===== src/rtl/core/ratl_pkg.sv =====
// ----------------------------------------------------------------------------
// ratl_pkg
// Shared types and constants of the range alias table lookup block.
// ----------------------------------------------------------------------------
package ratl_pkg;

    localparam int ENTRIES_DEF  = 256;
    localparam int TAG_BITS_DEF = 16;

    // Request and result field widths
    localparam int OP_W     = 2;
    localparam int ID_W     = 32;
    localparam int TAG_W    = 16;
    localparam int STATUS_W = 2;
    localparam int COUNT_W  = 9;

    localparam int S_DATA_W = 120;  // 115 bits of fields, padded to bytes
    localparam int M_DATA_W = 32;   // 28 bits of fields, padded to bytes

    typedef enum logic [OP_W-1:0] {
        OP_APPEND = 2'd0,
        OP_LOOKUP = 2'd1,
        OP_CLEAR  = 2'd2
    } op_t;

    typedef enum logic [STATUS_W-1:0] {
        STAT_OK      = 2'd0,
        STAT_INVALID = 2'd1,
        STAT_FULL    = 2'd2
    } status_t;

    typedef enum logic [1:0] {
        ST_IDLE,
        ST_SCAN,
        ST_DONE
    } state_t;

    // Controller to scan unit
    typedef struct packed {
        logic start;   // clear the running best at the start of a lookup
        logic valid;   // entry data from memory is live this cycle
    } scan_ctl_t;

    // Scan unit to controller
    typedef struct packed {
        logic have;        // some entry covers the search id so far
        logic single_hit;  // the entry in flight is a covering single id
    } scan_stat_t;

endpackage


===== src/rtl/core/ratl_scan.sv =====
// ----------------------------------------------------------------------------
// ratl_scan
// Match unit: tests one stored entry per cycle and keeps a covering single id or the narrowest range.
// ----------------------------------------------------------------------------
module ratl_scan
    import ratl_pkg::*;
#(
    parameter int TAG_BITS = TAG_BITS_DEF
) (
    input  logic                aclk,
    input  logic                aresetn,
    input  scan_ctl_t           ctl,
    input  logic [ID_W-1:0]     search_id,
    input  logic [ID_W-1:0]     ent_low,
    input  logic [ID_W-1:0]     ent_high,
    input  logic                ent_range,
    input  logic [TAG_BITS-1:0] ent_tag,
    output scan_stat_t          stat,
    output logic [TAG_BITS-1:0] best_tag
);

    logic                have_reg, have_next;
    logic [ID_W-1:0]     width_reg, width_next;
    logic [TAG_BITS-1:0] tag_reg, tag_next;
    logic                covers;
    logic [ID_W-1:0]     ent_width;

    assign covers    = (search_id >= ent_low) && (search_id <= ent_high);
    assign ent_width = ent_high - ent_low;

    always_comb begin
        have_next  = have_reg;
        width_next = width_reg;
        tag_next   = tag_reg;
        if (ctl.start) begin
            have_next = 1'b0;
        end else if (ctl.valid && covers) begin
            if (!ent_range) begin
                // single id wins outright; the controller stops the scan
                have_next = 1'b1;
                tag_next  = ent_tag;
            end else if (!have_reg || (ent_width < width_reg)) begin
                have_next  = 1'b1;
                width_next = ent_width;
                tag_next   = ent_tag;
            end
        end
    end

    always_ff @(posedge aclk) begin
        if (!aresetn) begin
            have_reg <= 1'b0;
        end else begin
            have_reg <= have_next;
        end
        width_reg <= width_next;
        tag_reg   <= tag_next;
    end

    assign stat.have       = have_reg;
    assign stat.single_hit = ctl.valid && covers && !ent_range;
    assign best_tag        = tag_reg;

endmodule


===== config.mk =====
export PLATFORM = sky130hd
export DESIGN_NAME = ratl_scan
export DESIGN_NICKNAME = d
export VERILOG_FILES = /design/src/rtl/core/ratl_pkg.sv /design/src/rtl/core/ratl_scan.sv
export SDC_FILE = /design/constraint.sdc
export NUM_CORES = 1
export LEC_CHECK = 0
export BUFFER_PORTS_ARGS = -buffer_cell sky130_fd_sc_hd__buf_2
export CAP_MARGIN = 10
export CORE_ASPECT_RATIO = 0.7
export CORE_MARGIN = 2
export CORE_UTILIZATION = 56
export CTS_CLUSTER_SIZE = 14
export DETAILED_ROUTE_END_ITERATION = 10
export PLACE_DENSITY = 0.83
export SLEW_MARGIN = 20
export SYNTH_ARGS = -nofsm -noshare
export SYNTH_HDL_FRONTEND = slang
export SYNTH_SLANG_ARGS = --single-unit

===== constraint.sdc =====
create_clock -name aclk -period 6.7 [get_ports aclk]
set_input_delay 1.34 -clock aclk [delete_from_list [all_inputs] [get_ports aclk]]
set_output_delay 1.34 -clock aclk [all_outputs]
set_load 0.01 [all_outputs]

# --- Word-level counts from Yosys, hierarchy flattened ---
# Cells that the tools add are included.
op_classes:
  add_sub_neg: 1
  reduce_logical: 10
  n_mux: 4
  bitwise: 2
  magnitude_cmp: 3
  eq_ne: 1
op_table:
  columns: ["op", "n"]
  rows:
  - ["$ge 32x32->1", 1]
  - ["$le 32x32->1", 1]
  - ["$lt 32x32->1", 1]
  - ["$mux 16", 2]
  - ["$sub 32x32->32", 1]
  - ["$reduce_and 4->1", 1]
  - ["$logic_and 1x1->1", 3]
  - ["$reduce_and 3->1", 1]
  - ["$logic_not 1->1", 2]
  - ["$mux 1", 2]
  - ["$ne 2x1->1 const B", 1]
  - ["$not 1->1", 2]
  - ["$reduce_and 2->1", 1]
  - ["$reduce_or 2->1", 1]
  - ["$logic_or 1x1->1", 1]
totals:
  regBits: 49
  in_bits: 117
  elab_cells: 24

# --- Longest topological paths before layout ---
depth:
  word_depth: 5
  ltp_mapped: 21

# --- Worst setup path before layout ---
# Ideal clock, no wire load.
synth_path:
  path_type: "input -> register"
  start: "input port ent_low[1]"
  end: "register tag_reg[0] (netlist: best_tag[0]), enable pin"
  stages: 19
  path_slack_ns: 0.496
  path_buffers: 0
  required_ns: 6.286
  arrival_ns: 5.790
  path_cell_list: "inv_1 > ha_1 > nor2b_1 > o31ai_1 > a21boi_0 > o21a_1 > nor2_1 > o21ai_0 > a21oi_1 > xnor2_1 > ha_1 > a21o_1 > a21o_1 > a21o_1 > a211oi_1 > o21ai_1 > a2111oi_0 > nor2_1 > a21boi_0"
synth_between:
  elab_chain_len: 5
synth_rtl:
  columns: ["element", "line", "source"]
  rows:
  - ["from (decl)", "ratl_scan.sv:14", "input logic [ID_W-1:0] ent_low,"]
  - ["$sub 32x32->32", "ratl_scan.sv:29", "assign ent_width = ent_high - ent_low;"]
  - ["net ent_width[9]", "ratl_scan.sv:26", "logic [ID_W-1:0] ent_width;"]
  - ["$lt 32x32->1", "ratl_scan.sv:42", "end else if (!have_reg || (ent_width < width_reg)) begin"]
  - ["$logic_or 1x1->1", "ratl_scan.sv:42", null]
  - ["$ne 2x1->1 (no line)", null, null]
  - ["$reduce_and 3->1 (no line)", null, null]
  - ["to (signal assigned)", "ratl_scan.sv:57", "tag_reg <= tag_next;"]
  - ["to (decl)", "ratl_scan.sv:24", "logic [TAG_BITS-1:0] tag_reg, tag_next;"]
# The timed path passes the listed nets, and every way through them passes these cells.
# A chain may end at the register's enable or synchronous reset.

# --- Worst setup path after layout ---
layout_path:
  start: "input port ent_low[1]"
  end: "register width_reg[16], enable pin"
layout_between:
  elab_chain_len: 4
layout_rtl:
  columns: ["element", "line", "source"]
  rows:
  - ["$sub 32x32->32", "ratl_scan.sv:29", null]
  - ["net ent_width[9]", "ratl_scan.sv:26", null]
  - ["$lt 32x32->1", "ratl_scan.sv:42", null]
  - ["$logic_or 1x1->1", "ratl_scan.sv:42", null]
  - ["$reduce_and 4->1 (no line)", null, null]
  - ["to (signal assigned)", "ratl_scan.sv:56", "width_reg <= width_next;"]
  - ["to (decl)", "ratl_scan.sv:23", "logic [ID_W-1:0] width_reg, width_next;"]
# The timed path passes the listed nets, and every way through them passes these cells.

==> results by group <==
Floorplanning
  – Initial core utilization: 58.1%
  – Die ar.: about 11000 um^2
  – Die X: 124 um
  – IO Pins: around 140
  – Rows: 30
  – Core area: between 9000 and 10000 um^2
  – Die Y: between 80 and 90 um

Worst setup path
  – Largest stage delay, worst path: 0.42 ns
  – Worst-path fanout max: 17
  – Buffers and inverters on the worst path: 3
  – RR Startpoint: width_reg[9]$_DFFE_PP_
  – Flop2flop setup slack: 3.77 ns
  – Required time worst endpoint: about 6.7 ns
  – Top cell by count, worst path: a21o_1
  – Crit Reg-Reg Endpoint: width_reg[16]$_DFFE_PP_
  – Critical path launch point type: input pin
  – Crit. End Element: flip-flop
  – Arrival time worst endpoint: around 5.7 ns
  – Critical-path top delay cell: a2111oi_0
  – Ordered list of cells on the worst path: buf_2, inv_1, ha_1, nor2b_1, o31ai_1, a21boi_0, o21a_1, nor2_1, o21ai_0, a21oi_1, xnor2_1, ha_1, a21o_1, a21o_1, a21o_1, a211oi_1, o21ai_1, a2111oi_0, nor2_1, and3b_1, buf_4
  – Reg2Reg Depth: 11
  – CP Class: input pin to flip-flop
  – Kind of cell adding the most delay to the critical path: compound AO/OA/AOI/OAI gates

Synthesis
  – Synth warn: 0
  – EDFF count, synth: 48
  – Syn nets: 870
  – Post-synth top flop: edfxtp_1
  – Post-synth cell types: slightly above 60
  – Post-Syn Instances: between 600 and 700
  – Post-Syn Area per Cell: 9.06 um^2
  – Netlist Area Pre-Place: 5670 um^2
  – Async SR Flop Fraction: 0%
  – Post-synthesis register bit count: between 40 and 50
  – Post-synthesis sequential area ratio: about a quarter

GRT
  – Gr usage total: between 20% and 30%
  – Global-route wire length before repair: between 20000 and 25000 um
  – Largest net degree at the start of global routing: 18
  – Vias in the first global route: roughly 5000
  – Initial antenna violation count: 0
  – GR Overflow Total: 0

Power
  – PwrDens: 161 nW/um^2
  – Leak: between 3 and 4 nW
  – Maximum VDD drop: around 0.1 mV

Worst hold path
  – Worst hold-check path type: flip-flop to flip-flop
  – Hold path endpoint: have_reg$_SDFFE_PP0P_
  – Worst min-delay path startpoint: have_reg$_SDFFE_PP0P_
  – Worst Hold Depth: 2

Clock tree
  – Clk_lat worst skew: a little under 0.3 ns
  – Post-CTS setup buffer count: 0
  – CTS tree: yes
  – H-tree levels: 2
  – CTS Buf Count: 5
  – Clock-pin slew on the worst setup and hold paths: about 0.060 ns
  – CTS Root Cell: clkbuf_16
  – Clock tree buffer depth: 2
  – Clk sinks: 49
  – Post-CTS sizing: 0
  – Hold Buf Count CTS: 0

Route
  – Post-route ant nets: 0
  – WL/cell: 16.5 um
  – Iter 0 DRT Violations: roughly 420
  – Routed WL: roughly 15000 um
  – DR vias: 5176
  – Drc violations: 0
  – Via density per instance: between 5 and 6
  – Drt pass-1 iters: 5

STA
  – Rel. slew slack: 57.9%
  – Tmin final: between 5 and 6 ns
  – Hold slack: between 0.5 and 0.6 ns
  – Slew @ Worst Pin: ~0.63 ns
  – Setup Skew: between 0.006 and 0.007 ns
  – Fmax: around 0.18 GHz
  – Final Cycle Share: a little under nine tenths
  – Max-slew violations: 0
  – Final Hold Fails: 0
  – # setup viols final: 0
  – RSZ-0062 raised after global routing: no
  – Final setup TNS: 0 ns

Finish
  – Area grow syn2layout: 17.3%
  – Ant diodes: 0
  – Fill cells: around 800
  – Largest register FFs: 32
  – Fin nets: approximately 1000
  – Share of cells above drive strength 1: a little over a fifth

Placed design
  – GPL Wtd Cong: 0.942
  – PortBufs: about 130
  – Post-DP HPWL: around 13000 um

Run
  – # Max-Cap Violations: 0

Run status
  – Status: finished, final reports clean
worst max path at each step:
stage,cells past startpoint,slack [ns],from,end
6_report,21,1.00,ent_low[1],width_reg[16]$_DFFE_PP_
5_1_grt,21,0.76,ent_low[1],width_reg[17]$_DFFE_PP_
4_1_cts,21,1.03,ent_low[1],width_reg[18]$_DFFE_PP_
3_5_place_dp,21,0.82,ent_low[1],width_reg[16]$_DFFE_PP_
3_3_place_gp,21,1.03,ent_low[1],width_reg[31]$_DFFE_PP_
2_1_floorplan,19,0.50,ent_low[1],best_tag[0]$_DFFE_PP_
tightest hold or removal path, cell delays in order (launching register included):
cell,delay (ns)
dfxtp_1,0.33
inv_1,0.09
a21oi_1,0.06
synthesized netlist by cell type, drive strengths merged (13+ instances only):
library cell  instances  share of area [%]
ha                  126                 28
inv                 111                7.3
edfxtp               48                 25
a21oi                41                3.8
a21o                 37                4.9
nor2                 34                2.3
o21ai                27                2.5
nand3                19                1.7
nand4                18                2.0
nand2                15               0.99
o21a                 15                2.0
xnor2                13                2.0
through the flow:
| step | power, mW | util [%] | std cells | area (um^2) | setup WS [ns] |
|---|---|---|---|---|---|
| floorplan | 0.657 | - | 626 | 5670 | 0.496 |
| global placement | 0.767 | 66.5 | 884 | 6490 | 1.03 |
| detailed placement | 0.788 | 66.5 | 884 | 6490 | 0.818 |
| CTS | 1.07 | 68.2 | 892 | 6650 | 1.03 |
| global route | 1.14 | 68.2 | 892 | 6650 | 0.764 |
| finish | 1.07 | 68.2 | 892 | 6650 | 1.00 |
logic make-up after synthesis:
group	count (synthesis)	share of synthesized area [%]
simple gates	133	12.5
buf+inv	118	8.01
xor+xnor	22	3.40
fa+ha+maj	127	28.1
mux	1	0.176
compound gates	176	22.0
flops	49	25.8
cell usage in the layout, fill, tap and decap left out, drive strengths merged, types with 6 or more instances in the layout:
cell type	count
a21oi	41
o21a	15
a21o	37
nor3	10
nand3	19
buf	137
nor2	34
xor2	9
edfxtp	48
nand2b	7
o211ai	8
o31ai	7
xnor2	13
nand4	18
a31oi	6
ha	126
nand2	15
inv	111
nor2b	6
o21ai	27
a211oi	8
per-layer routing:
layer	vias up	part of all wire, %	GRT usage (%)
li1	2570	-	-
met1	2404	50	38.5
met2	195	43	43.5
met3	7	6.3	3.30
met4	0	0.35	3.58
met5	-	0	0
power by group:
group | internal [mW] | leakage, nW | switching [mW]
Combinational | 0.189 | 2.95 | 0.246
Sequential | 0.355 | 0.442 | 0.00183
Clock | 0.175 | 0.0775 | 0.102
Total | 0.719 | 3.47 | 0.351
cell type report:
class | instances | area, um^2 | area share (%)
Clock buffer | 5 | 125 | 1.88
Timing Repair Buffer | 137 | 693 | 10.4
Multi-Input combinational cell | 459 | 3760 | 56.4
Tap cell | 128 | 160 | 2.41
Inverter | 111 | 417 | 6.26
Clock inverter | 3 | 41.3 | 0.621
Sequential cell | 49 | 1460 | 22.0
Note: power is estimated with default switching activity, not from simulation.
