===== src/rtl/core/ratl_ram.sv =====
// ----------------------------------------------------------------------------
// ratl_ram
// Generic single-clock RAM: one write port, one read port, registered read.
// ----------------------------------------------------------------------------
module ratl_ram #(
    parameter int WIDTH = 8,
    parameter int DEPTH = 16,
    localparam int AW = (DEPTH > 1) ? $clog2(DEPTH) : 1
) (
    input  logic             aclk,
    input  logic             wr_en,
    input  logic [AW-1:0]    wr_addr,
    input  logic [WIDTH-1:0] wr_data,
    input  logic [AW-1:0]    rd_addr,
    output logic [WIDTH-1:0] rd_data
);

    logic [WIDTH-1:0] mem [DEPTH];
    logic [WIDTH-1:0] rd_data_reg;

    always_ff @(posedge aclk) begin
        if (wr_en) begin
            mem[wr_addr] <= wr_data;
        end
        rd_data_reg <= mem[rd_addr];
    end

    assign rd_data = rd_data_reg;

endmodule


===== config.mk =====
export PLATFORM = sky130hd
export DESIGN_NAME = ratl_ram
export DESIGN_NICKNAME = d
export VERILOG_FILES = /design/src/rtl/core/ratl_ram.sv
export SDC_FILE = /design/constraint.sdc
export NUM_CORES = 1
export LEC_CHECK = 0
export BUFFER_PORTS_ARGS = -buffer_cell sky130_fd_sc_hd__clkbuf_2
export CORE_AREA = 2 2 96 98
export DETAILED_ROUTE_END_ITERATION = 8
export DIE_AREA = 0 0 98 100
export PLACE_DENSITY = 0.8
export SETUP_SLACK_MARGIN = 0.2
export SLEW_MARGIN = 30
export SYNTH_ARGS = -nofsm -noshare
export SYNTH_HDL_FRONTEND = slang
export SYNTH_SLANG_ARGS = --single-unit

===== constraint.sdc =====
create_clock -name aclk -period 3.5 [get_ports aclk]
set_clock_uncertainty 0.05 [all_clocks]
set_input_delay 0 -clock aclk [delete_from_list [all_inputs] [get_ports aclk]]
set_output_delay 0 -clock aclk [all_outputs]
set_load 0.03 [all_outputs]

; Word-level counts from Yosys, hierarchy flattened
; Memories as Yosys holds them, arrays and structs flattened. A register that Yosys moved wholly into a read port is not among the register bits.
; Cells that the tools add are included.
[word_totals]
latchBits = 0
ramBits = 128
mem_bits_ro = 0
memories = 1
reg_bits = 0
output_inout_bits = 8
input_bits = 18
[classes]
n_div = 0
n_reduce_logical = 0
n_shift = 0
order_cmp = 0
bitwise = 0
multipliers = 0
mux = 2
eq_ne = 0
addsub = 0
[mem_list]
columns = name, depth, word_bits, rd, rd_ports_with_merged_regs, wr, line
row1 = mem, 16, 8, 1, 1, 1, 18  ; logic [WIDTH-1:0] mem [DEPTH];
[op_table]
columns = cell, count
row1 = $mux 1, 2

; Logic depth before layout (Yosys ltp)
; Gate-level depths: netlist of run 1.
[logic_depth]
ltp_word = 2
ltp_mapped = 5

; Least setup slack after synthesis of run 1
; Ideal clock, no wire load.
[synth_timing]
path_kind = input to register
start = in wr_addr[2]
end = mem mem[0][0], enable pin
arrival_time_ps = 1110
slack_ps = 1957
path_stages = 2
required_time_ps = 3067
setup_time_ps = 383
cell_sequence = or3b_2 -> nor3_1
[synth_lines]
columns = element, line
row1 = start: declaration, 12  ; input logic [AW-1:0] wr_addr,
row2 = end: declaration, 18
; Straight into the memory's write port.

; Worst setup path after layout of run 1
[layout_timing]
start = in wr_addr[1]
end = mem mem[4][7], enable pin
; Straight into the memory's write port.

==> results.tsv, run 1 <==
metric	value	unit
clock transition at the registers of the reported paths	0.06	ns
Syn Area/Cell	22.5	um2
post-route DRC violation count	0	
CP max-delay cell	dlygate4sd3_1	
startpoint types	input pin	
Die Span X	98	um
R2R Path Start	mem[9][1]	
Post-DRT Antenna Nets	0	
syn_nets	247	
R2R setup slack	2.09	ns
Hold WC Path Type	in -> reg	
via/cell ratio	6.18	
Synth-to-Final Area Change	18.1	%
crit path cell chain	dlygate4sd3_1, clkbuf_2, nor3_2, dlygate4sd3_1	
die area	0.00980	mm2
Synth Warn #	0	
Nets	295	
Synth Instances	229	
Fin. Hold Viols	0	
Fmax achieved	0.598	GHz
sequential fraction of the synthesis area	77.8	%
Placeable Area	0.00889	mm2
Rows	35	
Bufs on Longest Clock Path	2	
max_cap viols	0	
Yosys reg bits	136	
FILL cells	525	
Worst Setup End Kind	flip-flop	
WHS	0.0366	ns
DP HPWL	6000	um
via count	2479	
H-tree depth	4	
unrepaired setup endpoints after global routing	false	
number of distinct library cells after synthesis	19	
gpl congestion	0.776	
Worst Hold End	rd_data[3]	
WP data arrival	1.78	ns
post-CTS sizing	0	
Reg-to-Reg End	rd_data[1]	
end-of-flow core utilization	68.4	%
Inserted Clock Buffers	17	
Total GRT Usage	22.4	%
synthesized area	0.00515	mm2
Crit path largest cell delay	0.85	ns
R2R cell count	3	
port bufs	25	
vias in the first global route	2579	
largest net degree at the start of global routing	33	
max reg flops	128	
Sink Count	136	
drt pass-1 iters	4	
Setup WS pre-CTS	1.46	ns
Final min period	1.67	ns
Diodes inserted	0	
DRT iter0 DRCs	200	
GRT overflow	0	
crit share post-route	47.8	%
global-route wire length before repair	15300	um
Slew @ Worst Pin	1.03	ns
Power per Cell Area	626	mW/mm2
peak supply drop	0.000361	V
total chip power	3810	uW
setup violators final	0	
worst path required time	3.61	ns
commonest non-fill, non-tap cell in the layout	edfxtp_1	
Slew headroom	31.3	%
hold depth	4	
routed wire length	10000	um
layout cells sized above 1	26.9	%
leakage power	0.00205	uW
crit-path max FO	8	
Top Ports	26	
Initial Util	57.9	%
CTS tree	built	
setup TNS	0	ns
Clock Latency Late Sink	0.51	ns
Die H	100	um
WS Path Type	in -> reg	
Top cell by count, worst path	dlygate4sd3_1	
HP Start	rd_addr[2]	
fin. max-slew vios	0	
most frequent cells in the layout	edfxtp_1, clkbuf_2, mux4_2	
DR WL/cell	25.0	um
clk root buf	clkbuf_8	
outcome	finished clean	
initial antenna violation count	0	
fin worst setup slack	1.83	ns
[critical path: cells and delay by family]
family,cells,cell delay [ns]
buffers and inverters,3,1.56
and+or+nand+nor,1,0.21
[Yosys cell counts]
library cell | count | area [um2]
and2b_1 | 1 | 7.51
edfxtp_1 | 128 | 3840
nor2_1 | 13 | 48.8
nand3_1 | 1 | 5.00
or3b_2 | 1 | 8.76
nor2b_1 | 1 | 6.26
mux4_1 | 14 | 368
dfxtp_1 | 8 | 160
buf_4 | 1 | 7.51
nor3_1 | 4 | 20.0
nand3b_1 | 2 | 15.0
mux4_2 | 18 | 405
nand2b_1 | 2 | 12.5
a22oi_1 | 16 | 120
buf_2 | 3 | 15.0
nand2_1 | 9 | 33.8
clkdlybuf4s25_2 | 3 | 30.0
and2_1 | 1 | 6.26
buf_6 | 3 | 33.8
[stage by stage]
stage / cells / area, um2
global placement: 358 / 5360
CTS: 401 / 6070
finish: 401 / 6080
floorplan: 229 / 5150
detailed placement: 358 / 5360
global route: 401 / 6080
[how the worst max path moves through the flow]
stage / endpoint / cells past startpoint / startpoint
5_1_grt: mem[4][5] / 4 / wr_addr[1]
2_1_floorplan: mem[0][0] / 2 / wr_addr[2]
3_3_place_gp: rd_data[2] / 5 / rd_addr[0]
4_1_cts: mem[4][2] / 4 / wr_addr[1]
3_5_place_dp: rd_data[2] / 5 / rd_addr[0]
6_report: mem[4][7] / 4 / wr_addr[1]
[layer usage]
layer	up-vias	track usage [%]	share of wire, %
met5	-	0	0
met1	1254	29.2	39
met2	138	35.1	51
met3	10	7.52	7.9
met4	0	9.40	1.4
li1	1077	-	-
[power by group]
group / internal [uW] / switching (uW) / leakage (uW)
sequential: 1820 / 13.4 / 0.00122
combinational: 73.9 / 115 / 0.000543
clock: 1150 / 632 / 0.000285
[cell families after synthesis]
family | synth area share [%]
multiplexers | 15.0
AO/OA/AOI/OAI | 2.33
flip-flops | 77.8
buffers and inverters | 1.68
AND/OR/NAND/NOR | 3.18
[area by class of cell]
type | count | area [um2] | share of cell area (%)
repair buffers | 39 | 258 | 4.24
clock inverters | 13 | 178 | 2.92
multi-input cells | 83 | 1080 | 17.8
well taps | 111 | 139 | 2.28
clock buffers | 19 | 422 | 6.93
flip-flops and latches | 136 | 4000 | 65.8
[timing repair]
item                      4_1_cts  5_1_grt
buffers inserted                0        0
hold endpoints to repair      152        0
hold buffers                   11        0
Note: power is estimated with default switching activity, not from simulation.
==> run 2, diff against run 1 <==
--- a/config.mk
+++ b/config.mk
@@ -5,11 +5,12 @@
 export SDC_FILE = /design/constraint.sdc
 export NUM_CORES = 1
 export LEC_CHECK = 0
+export ABC_AREA = 1
 export BUFFER_PORTS_ARGS = -buffer_cell sky130_fd_sc_hd__clkbuf_2
-export CORE_AREA = 2 2 96 98
+export CORE_AREA = 2 2 102 104
 export DETAILED_ROUTE_END_ITERATION = 8
-export DIE_AREA = 0 0 98 100
-export PLACE_DENSITY = 0.8
+export DIE_AREA = 0 0 104 106
+export PLACE_DENSITY = 0.79
 export SETUP_SLACK_MARGIN = 0.2
 export SLEW_MARGIN = 30
 export SYNTH_ARGS = -nofsm -noshare
==> constraint.sdc (replaced) <==
create_clock -name aclk -period 1.7 [get_ports aclk]
set_clock_uncertainty 0.05 [all_clocks]
set_input_delay 0 -clock aclk [delete_from_list [all_inputs] [get_ports aclk]]
set_output_delay 0 -clock aclk [all_outputs]
set_load 0.03 [all_outputs]
==> results.tsv, run 2 <==
metric	value	unit	change
hold_buf cts	10		was 11
Post-DP Area	0.00608	mm2	was 0.00536 mm2
dominant cells by area after synthesis	edfxtp_1, nand2_1, nand3_1, inv_1, dfxtp_1		was edfxtp_1, mux4_2, mux4_1, dfxtp_1, a22oi_1
HP Start	rd_addr[0]		was rd_addr[2]
clock transition at the registers of the reported paths	0.06	ns	about the same
die area	0.0110	mm2	was 0.00980 mm2
syn_nets	569		was 247
Final min period	1.29	ns	
routed wire length	12500	um	was 10000 um
Clk pwr share	48.0	%	was 46.8%
R2R Path Start	mem[8][1]		was mem[9][1]
Flop pwr share	45.8	%	was 48.2%
most common library cells after synthesis	nand2_1, edfxtp_1, inv_1, nand3_1, nor2_1		was edfxtp_1, mux4_2, a22oi_1, mux4_1, nor2_1
DR WL/cell	16.7	um	was 25.0 um
port bufs	25		unchanged
Placeable Area	0.0100	mm2	was 0.00889 mm2
sequential fraction of the synthesis area	69.4	%	was 77.8%
setup violators final	0		unchanged
Top FF cell, synth	edfxtp_1		unchanged
CTS tree	built		unchanged
largest net degree at the start of global routing	65		was 33
Top Ports	26		unchanged
Die Span X	104	um	was 98 um
clk root buf	clkbuf_8		unchanged
setup TNS	0	ns	unchanged
via/cell ratio	5.26		was 6.18
Yosys top cell area share	66.7	%	was 74.7%
Clock Latency Late Sink	0.52	ns	was 0.51 ns
Synth Warn #	0		unchanged
total chip power	8240	uW	was 3810 uW
most frequent cells in the layout	nand2_1, edfxtp_1, inv_1		was edfxtp_1, clkbuf_2, mux4_2
crit path launch	rd_addr[2]		was wr_addr[1]
layout cells sized above 1	12.7	%	was 26.9%
startpoint types	input pin		unchanged
area leader, netlist	edfxtp_1		unchanged
Inserted Clock Buffers	17		unchanged
peak supply drop	0.000732	V	was 0.000361 V
Rows	37		was 35
setup bufs post-CTS	0		unchanged
Nets	620		was 295
Die H	106	um	was 100 um
Initial Util	57.7	%	was 57.9%
Comb pwr share	6.2	%	was 5.0%
post-synthesis async set-or-reset flop share	0	%	unchanged
drt pass-1 iters	6		was 4
design area	0.00682	mm2	was 0.00608 mm2
worst path required time	2.06	ns	was 3.61 ns
Sink Count	136		unchanged
H-tree depth	4		unchanged
outcome	finished clean		unchanged
Slew headroom	58.3	%	was 31.3%
vias in the first global route	3843		was 2579
max_cap viols	0		unchanged
global-route wire length before repair	19800	um	was 15300 um
Worst Setup End Kind	flip-flop		unchanged
number of distinct library cells after synthesis	12		was 19
Yosys reg bits	136		unchanged
max reg flops	128		unchanged
via count	3944		was 2479
WS Path Type	in -> reg		unchanged
post-route DRC violation count	0		unchanged
WP data arrival	1.65	ns	was 1.78 ns
synthesized area	0.00577	mm2	was 0.00515 mm2
initial antenna violation count	0		unchanged
Synth-to-Final Area Change	18.3	%	was 18.1%
Synth Instances	551		was 229
GRT overflow	0		unchanged
Internal Power	6550	uW	was 3050 uW
Total GRT Usage	24.3	%	was 22.4%
Syn Area/Cell	10.5	um2	was 22.5 um2
Diodes inserted	0		unchanged
post-CTS sizing	0		unchanged
Sw Share	20.5	%	was 20.0%
Post-DRT Antenna Nets	0		unchanged
crit-path max FO	16		was 8
Switch Pwr	1690	uW	was 760 uW
leakage power	0.00299	uW	was 0.00205 uW
DRT iter0 DRCs	381		was 200
WHS	0.0468	ns	was 0.0366 ns
EDFF count, synth	128		unchanged
Bufs on Longest Clock Path	2		unchanged
commonest non-fill, non-tap cell in the layout	nand2_1		was edfxtp_1
DP HPWL	7470	um	was 6000 um
Power per Cell Area	1210	mW/mm2	was 626 mW/mm2
Slew @ Worst Pin	0.625	ns	was 1.03 ns
Hold WC Path Type	in -> reg		unchanged
Fmax achieved	0.776	GHz	
crit share post-route	75.8	%	
Fin. Hold Viols	0		unchanged
most numerous cell in the Yosys netlist	nand2_1		was edfxtp_1
fin. max-slew vios	0		unchanged
gpl congestion	0.872		was 0.776
unrepaired setup endpoints after global routing	false		unchanged
==> run 2: cell types whose count changed in the layout (fill, tap and decap cells not counted), moves of 5 or more <==
cell / previous run / this run
nand2_1: 9 / 173
inv_1: 0 / 100
nand3_1: 1 / 97
mux4_2: 18 / 0
a22oi_1: 16 / 0
buf_4: 3 / 19
mux4_1: 14 / 0
nor2_1: 12 / 17
==> run 2: critical path, stage by stage <==
cell and delay [ns]:
dlygate4sd3_1 0.53, clkbuf_2 0.24, inv_1 0.45, nand3_1 0.18, nand3_1 0.16, nand2_1 0.07
==> run 2: kinds of logic (layout without fill, tap and decap cells) <==
logic type | count (synthesis) | after routing | share of synthesized area [%]
buf+inv | 126 | 189 | 9.52
flops | 136 | 136 | 69.4
simple gates | 289 | 289 | 21.0
==> run 2: per-layer routing <==
metal	global-route usage, %	wire, um	vias to the layer above
met3	4.90	1040	33
met4	14.3	492	0
met1	31.4	4920	1828
met2	38.6	6060	211
li1	-	-	1872
met5	0	0	-
==> run 2: power by group through the flow <==
stage          clock network (uW)  registers, uW  logic [uW]
2_1_floorplan                   0           3880         264
3_3_place_gp                    0           3840         474
3_5_place_dp                    0           3840         486
4_1_cts                      3970           3780         509
5_1_grt                      4120           3780         558
6_report                     3960           3780         509
==> run 2: per-stage QoR <==
stage	util [%]	setup WS, ns	instances
finish	68.2	0.411	750
global route	68.2	0.350	750
CTS	68.2	0.405	750
detailed placement	60.8	0.469	709
global placement	60.8	0.456	709
floorplan	-	0.699	551
==> run 2: final timing paths <==
check | endpoint | slack, ns | depth (start not counted)
hold / removal | rd_data[7] | 0.05 | 7
hold reg to reg | rd_data[0] | 0.61 | 6
setup / recovery | rd_data[1] | 0.41 | 6
setup reg to reg | rd_data[1] | 0.59 | 6
==> run 2: cell type report <==
class | count | area [um2]
Fill cell | 696 | 3180
Clock buffer | 17 | 414
Sequential cell | 136 | 4000
Multi-Input combinational cell | 289 | 1210
Inverter | 102 | 383
Timing Repair Buffer | 56 | 408
Clock inverter | 14 | 230
Tap cell | 136 | 170
==> run 3, diff against run 2 <==
--- a/config.mk
+++ b/config.mk
@@ -7,10 +7,10 @@
 export LEC_CHECK = 0
 export ABC_AREA = 1
 export BUFFER_PORTS_ARGS = -buffer_cell sky130_fd_sc_hd__clkbuf_2
-export CORE_AREA = 2 2 102 104
+export CORE_AREA = 2 2 106 108
 export DETAILED_ROUTE_END_ITERATION = 8
-export DIE_AREA = 0 0 104 106
-export PLACE_DENSITY = 0.79
+export DIE_AREA = 0 0 108 110
+export PLACE_DENSITY = 0.77
 export SETUP_SLACK_MARGIN = 0.2
 export SLEW_MARGIN = 30
 export SYNTH_ARGS = -nofsm -noshare
==> constraint.sdc (replaced) <==
create_clock -name aclk -period 1.1 [get_ports aclk]
set_clock_uncertainty 0.05 [all_clocks]
set_input_delay 0 -clock aclk [delete_from_list [all_inputs] [get_ports aclk]]
set_output_delay 0 -clock aclk [all_outputs]
set_load 0.03 [all_outputs]
==> results.tsv, run 3 (same netlist as run 2, synthesis figures left out) <==
metric	value	unit	change
outcome	finished clean		unchanged
routed wire length	13100	um	was 12500 um
crit share post-route	97.4	%	
HP Start	wr_addr[1]		was rd_addr[0]
worst path required time	1.05	ns	was 2.06 ns
initial antenna violation count	0		unchanged
R2R Path Start	mem[10][3]		was mem[8][1]
peak supply drop	0.000973	V	was 0.000732 V
gpl congestion	0.797		was 0.872
Top Ports	26		unchanged
Fin. Hold Viols	0		unchanged
Inserted Clock Buffers	17		unchanged
Worst Setup End Kind	primary output		was flip-flop
GRT overflow	0		unchanged
Post-DRT Antenna Nets	0		unchanged
leakage power	0.00312	uW	was 0.00299 uW
global-route wire length before repair	19700	um	was 19800 um
H-tree depth	4		unchanged
crit path cell chain	buf_8		was dlygate4sd3_1, clkbuf_2, inv_1, nand3_1, nand3_1, nand2_1
setup violators final	0		unchanged
post-route DRC violation count	0		unchanged
via count	4076		was 3944
unrepaired setup endpoints after global routing	true		was false
Fmax achieved	0.934	GHz	
largest net degree at the start of global routing	65		unchanged
Bufs on Longest Clock Path	2		unchanged
crit-path max FO	1		was 16
Final min period	1.07	ns	
DP HPWL	7540	um	was 7470 um
Synth-to-Final Area Change	24.4	%	was 18.3%
Total GRT Usage	23.0	%	was 24.3%
Crit path buffers/inverters	1		was 3
Placeable Area	0.0107	mm2	was 0.0100 mm2
Die Span X	108	um	was 104 um
DRT iter0 DRCs	377		was 381
layout cells sized above 1	23.5	%	was 12.7%
Setup WS pre-CTS	0.0311	ns	was 0.469 ns
startpoint types	flip-flop		was input pin
Reg-to-Reg End	rd_data[3]		was rd_data[1]
CP max-delay cell	dfxtp_2		was dlygate4sd3_1
R2R cell count	6		unchanged
Rows	38		was 37
drt pass-1 iters	5		was 6
commonest non-fill, non-tap cell in the layout	nand2_1		unchanged
WS Path Type	reg -> out		was in -> reg
max_cap viols	0		unchanged
clk root buf	clkbuf_8		unchanged
Hold WC Path Type	in -> reg		unchanged
WP data arrival	1.02	ns	was 1.65 ns
Nets	627		was 620
cell count after placement	720		was 709
hold depth	4		was 7
CTS tree	built		unchanged
via/cell ratio	5.35		was 5.26
fin worst setup slack	0.0290	ns	was 0.411 ns
non-filler cells, final	762		was 750
Crit path largest cell delay	0.37	ns	was 0.53 ns
die area	0.0119	mm2	was 0.0110 mm2
vias in the first global route	3967		was 3843
WHS	0.0451	ns	was 0.0468 ns
Die H	110	um	was 106 um
Slew @ Worst Pin	0.410	ns	was 0.625 ns
Diodes inserted	0		unchanged
port bufs	25		unchanged
Slew headroom	72.7	%	was 58.3%
most frequent cells in the layout	nand2_1, edfxtp_1, inv_1		unchanged
Crit. path cell count	1		was 6
Power per Cell Area	1680	mW/mm2	was 1210 mW/mm2
total chip power	12100	uW	was 8240 uW
R2R setup slack	0.07	ns	was 0.59 ns
Sink Count	136		unchanged
max reg flops	128		unchanged
fin. max-slew vios	0		unchanged
clock transition at the registers of the reported paths	0.06	ns	about the same
Worst Hold End	mem[14][5]		was rd_data[7]
DR WL/cell	17.2	um	was 16.7 um
Initial Util	53.9	%	was 57.7%
family with the most delay on the worst path	flip-flops		was buffers and inverters
Clock Latency Late Sink	0.52	ns	about the same
## run 3: layout make-up
type | instances | area [um2]
multi-input cells | 289 | 1440
inverters | 102 | 383
repair buffers | 63 | 603
clock buffers | 22 | 453
well taps | 140 | 175
fillers | 718 | 3530
flip-flops and latches | 136 | 4010
clock inverters | 10 | 103
## run 3: worst max-delay path by stage
stage                from    endpoint
2_1_floorplan  wr_addr[2]  mem[10][0]
3_3_place_gp   rd_addr[0]  rd_data[3]
3_5_place_dp   rd_addr[0]  rd_data[7]
4_1_cts        rd_data[5]  rd_data[5]
5_1_grt        rd_data[5]  rd_data[5]
6_report       rd_data[5]  rd_data[5]
## run 3: per-stage QoR
stage,area (um2),TNS (ns),util [%]
4_1_cts,7000,-0.000243,65.4
6_report,7170,0,67.0
3_3_place_gp,6210,0,58.1
2_1_floorplan,5780,0,-
5_1_grt,7170,0,67.0
3_5_place_dp,6210,0,58.1
## run 3: power by group
part	total [uW]	switching (uW)	leakage, uW	internal, uW
Combinational	962	608	0.00161	354
Sequential	5860	54.7	0.00122	5800
Clock	5260	1950	0.000278	3310
Total	12100	2620	0.00312	9470
## run 3: routing by layer
metal  track usage [%]  up-vias  share of wire, %
met4              12.0        0               2.4
met3              5.58       31               9.6
li1                  -     1892                 -
met2              38.1      232                50
met1              28.3     1921                38
met5                 0        -                 0
## run 3: timing repair
item,CTS,global route
hold endpoints to repair,136,0
setup buffers,0,0
pin swaps,41,38
endpoints found under the setup margin,16,16
hold buffers,10,0
gates resized for setup,34,46
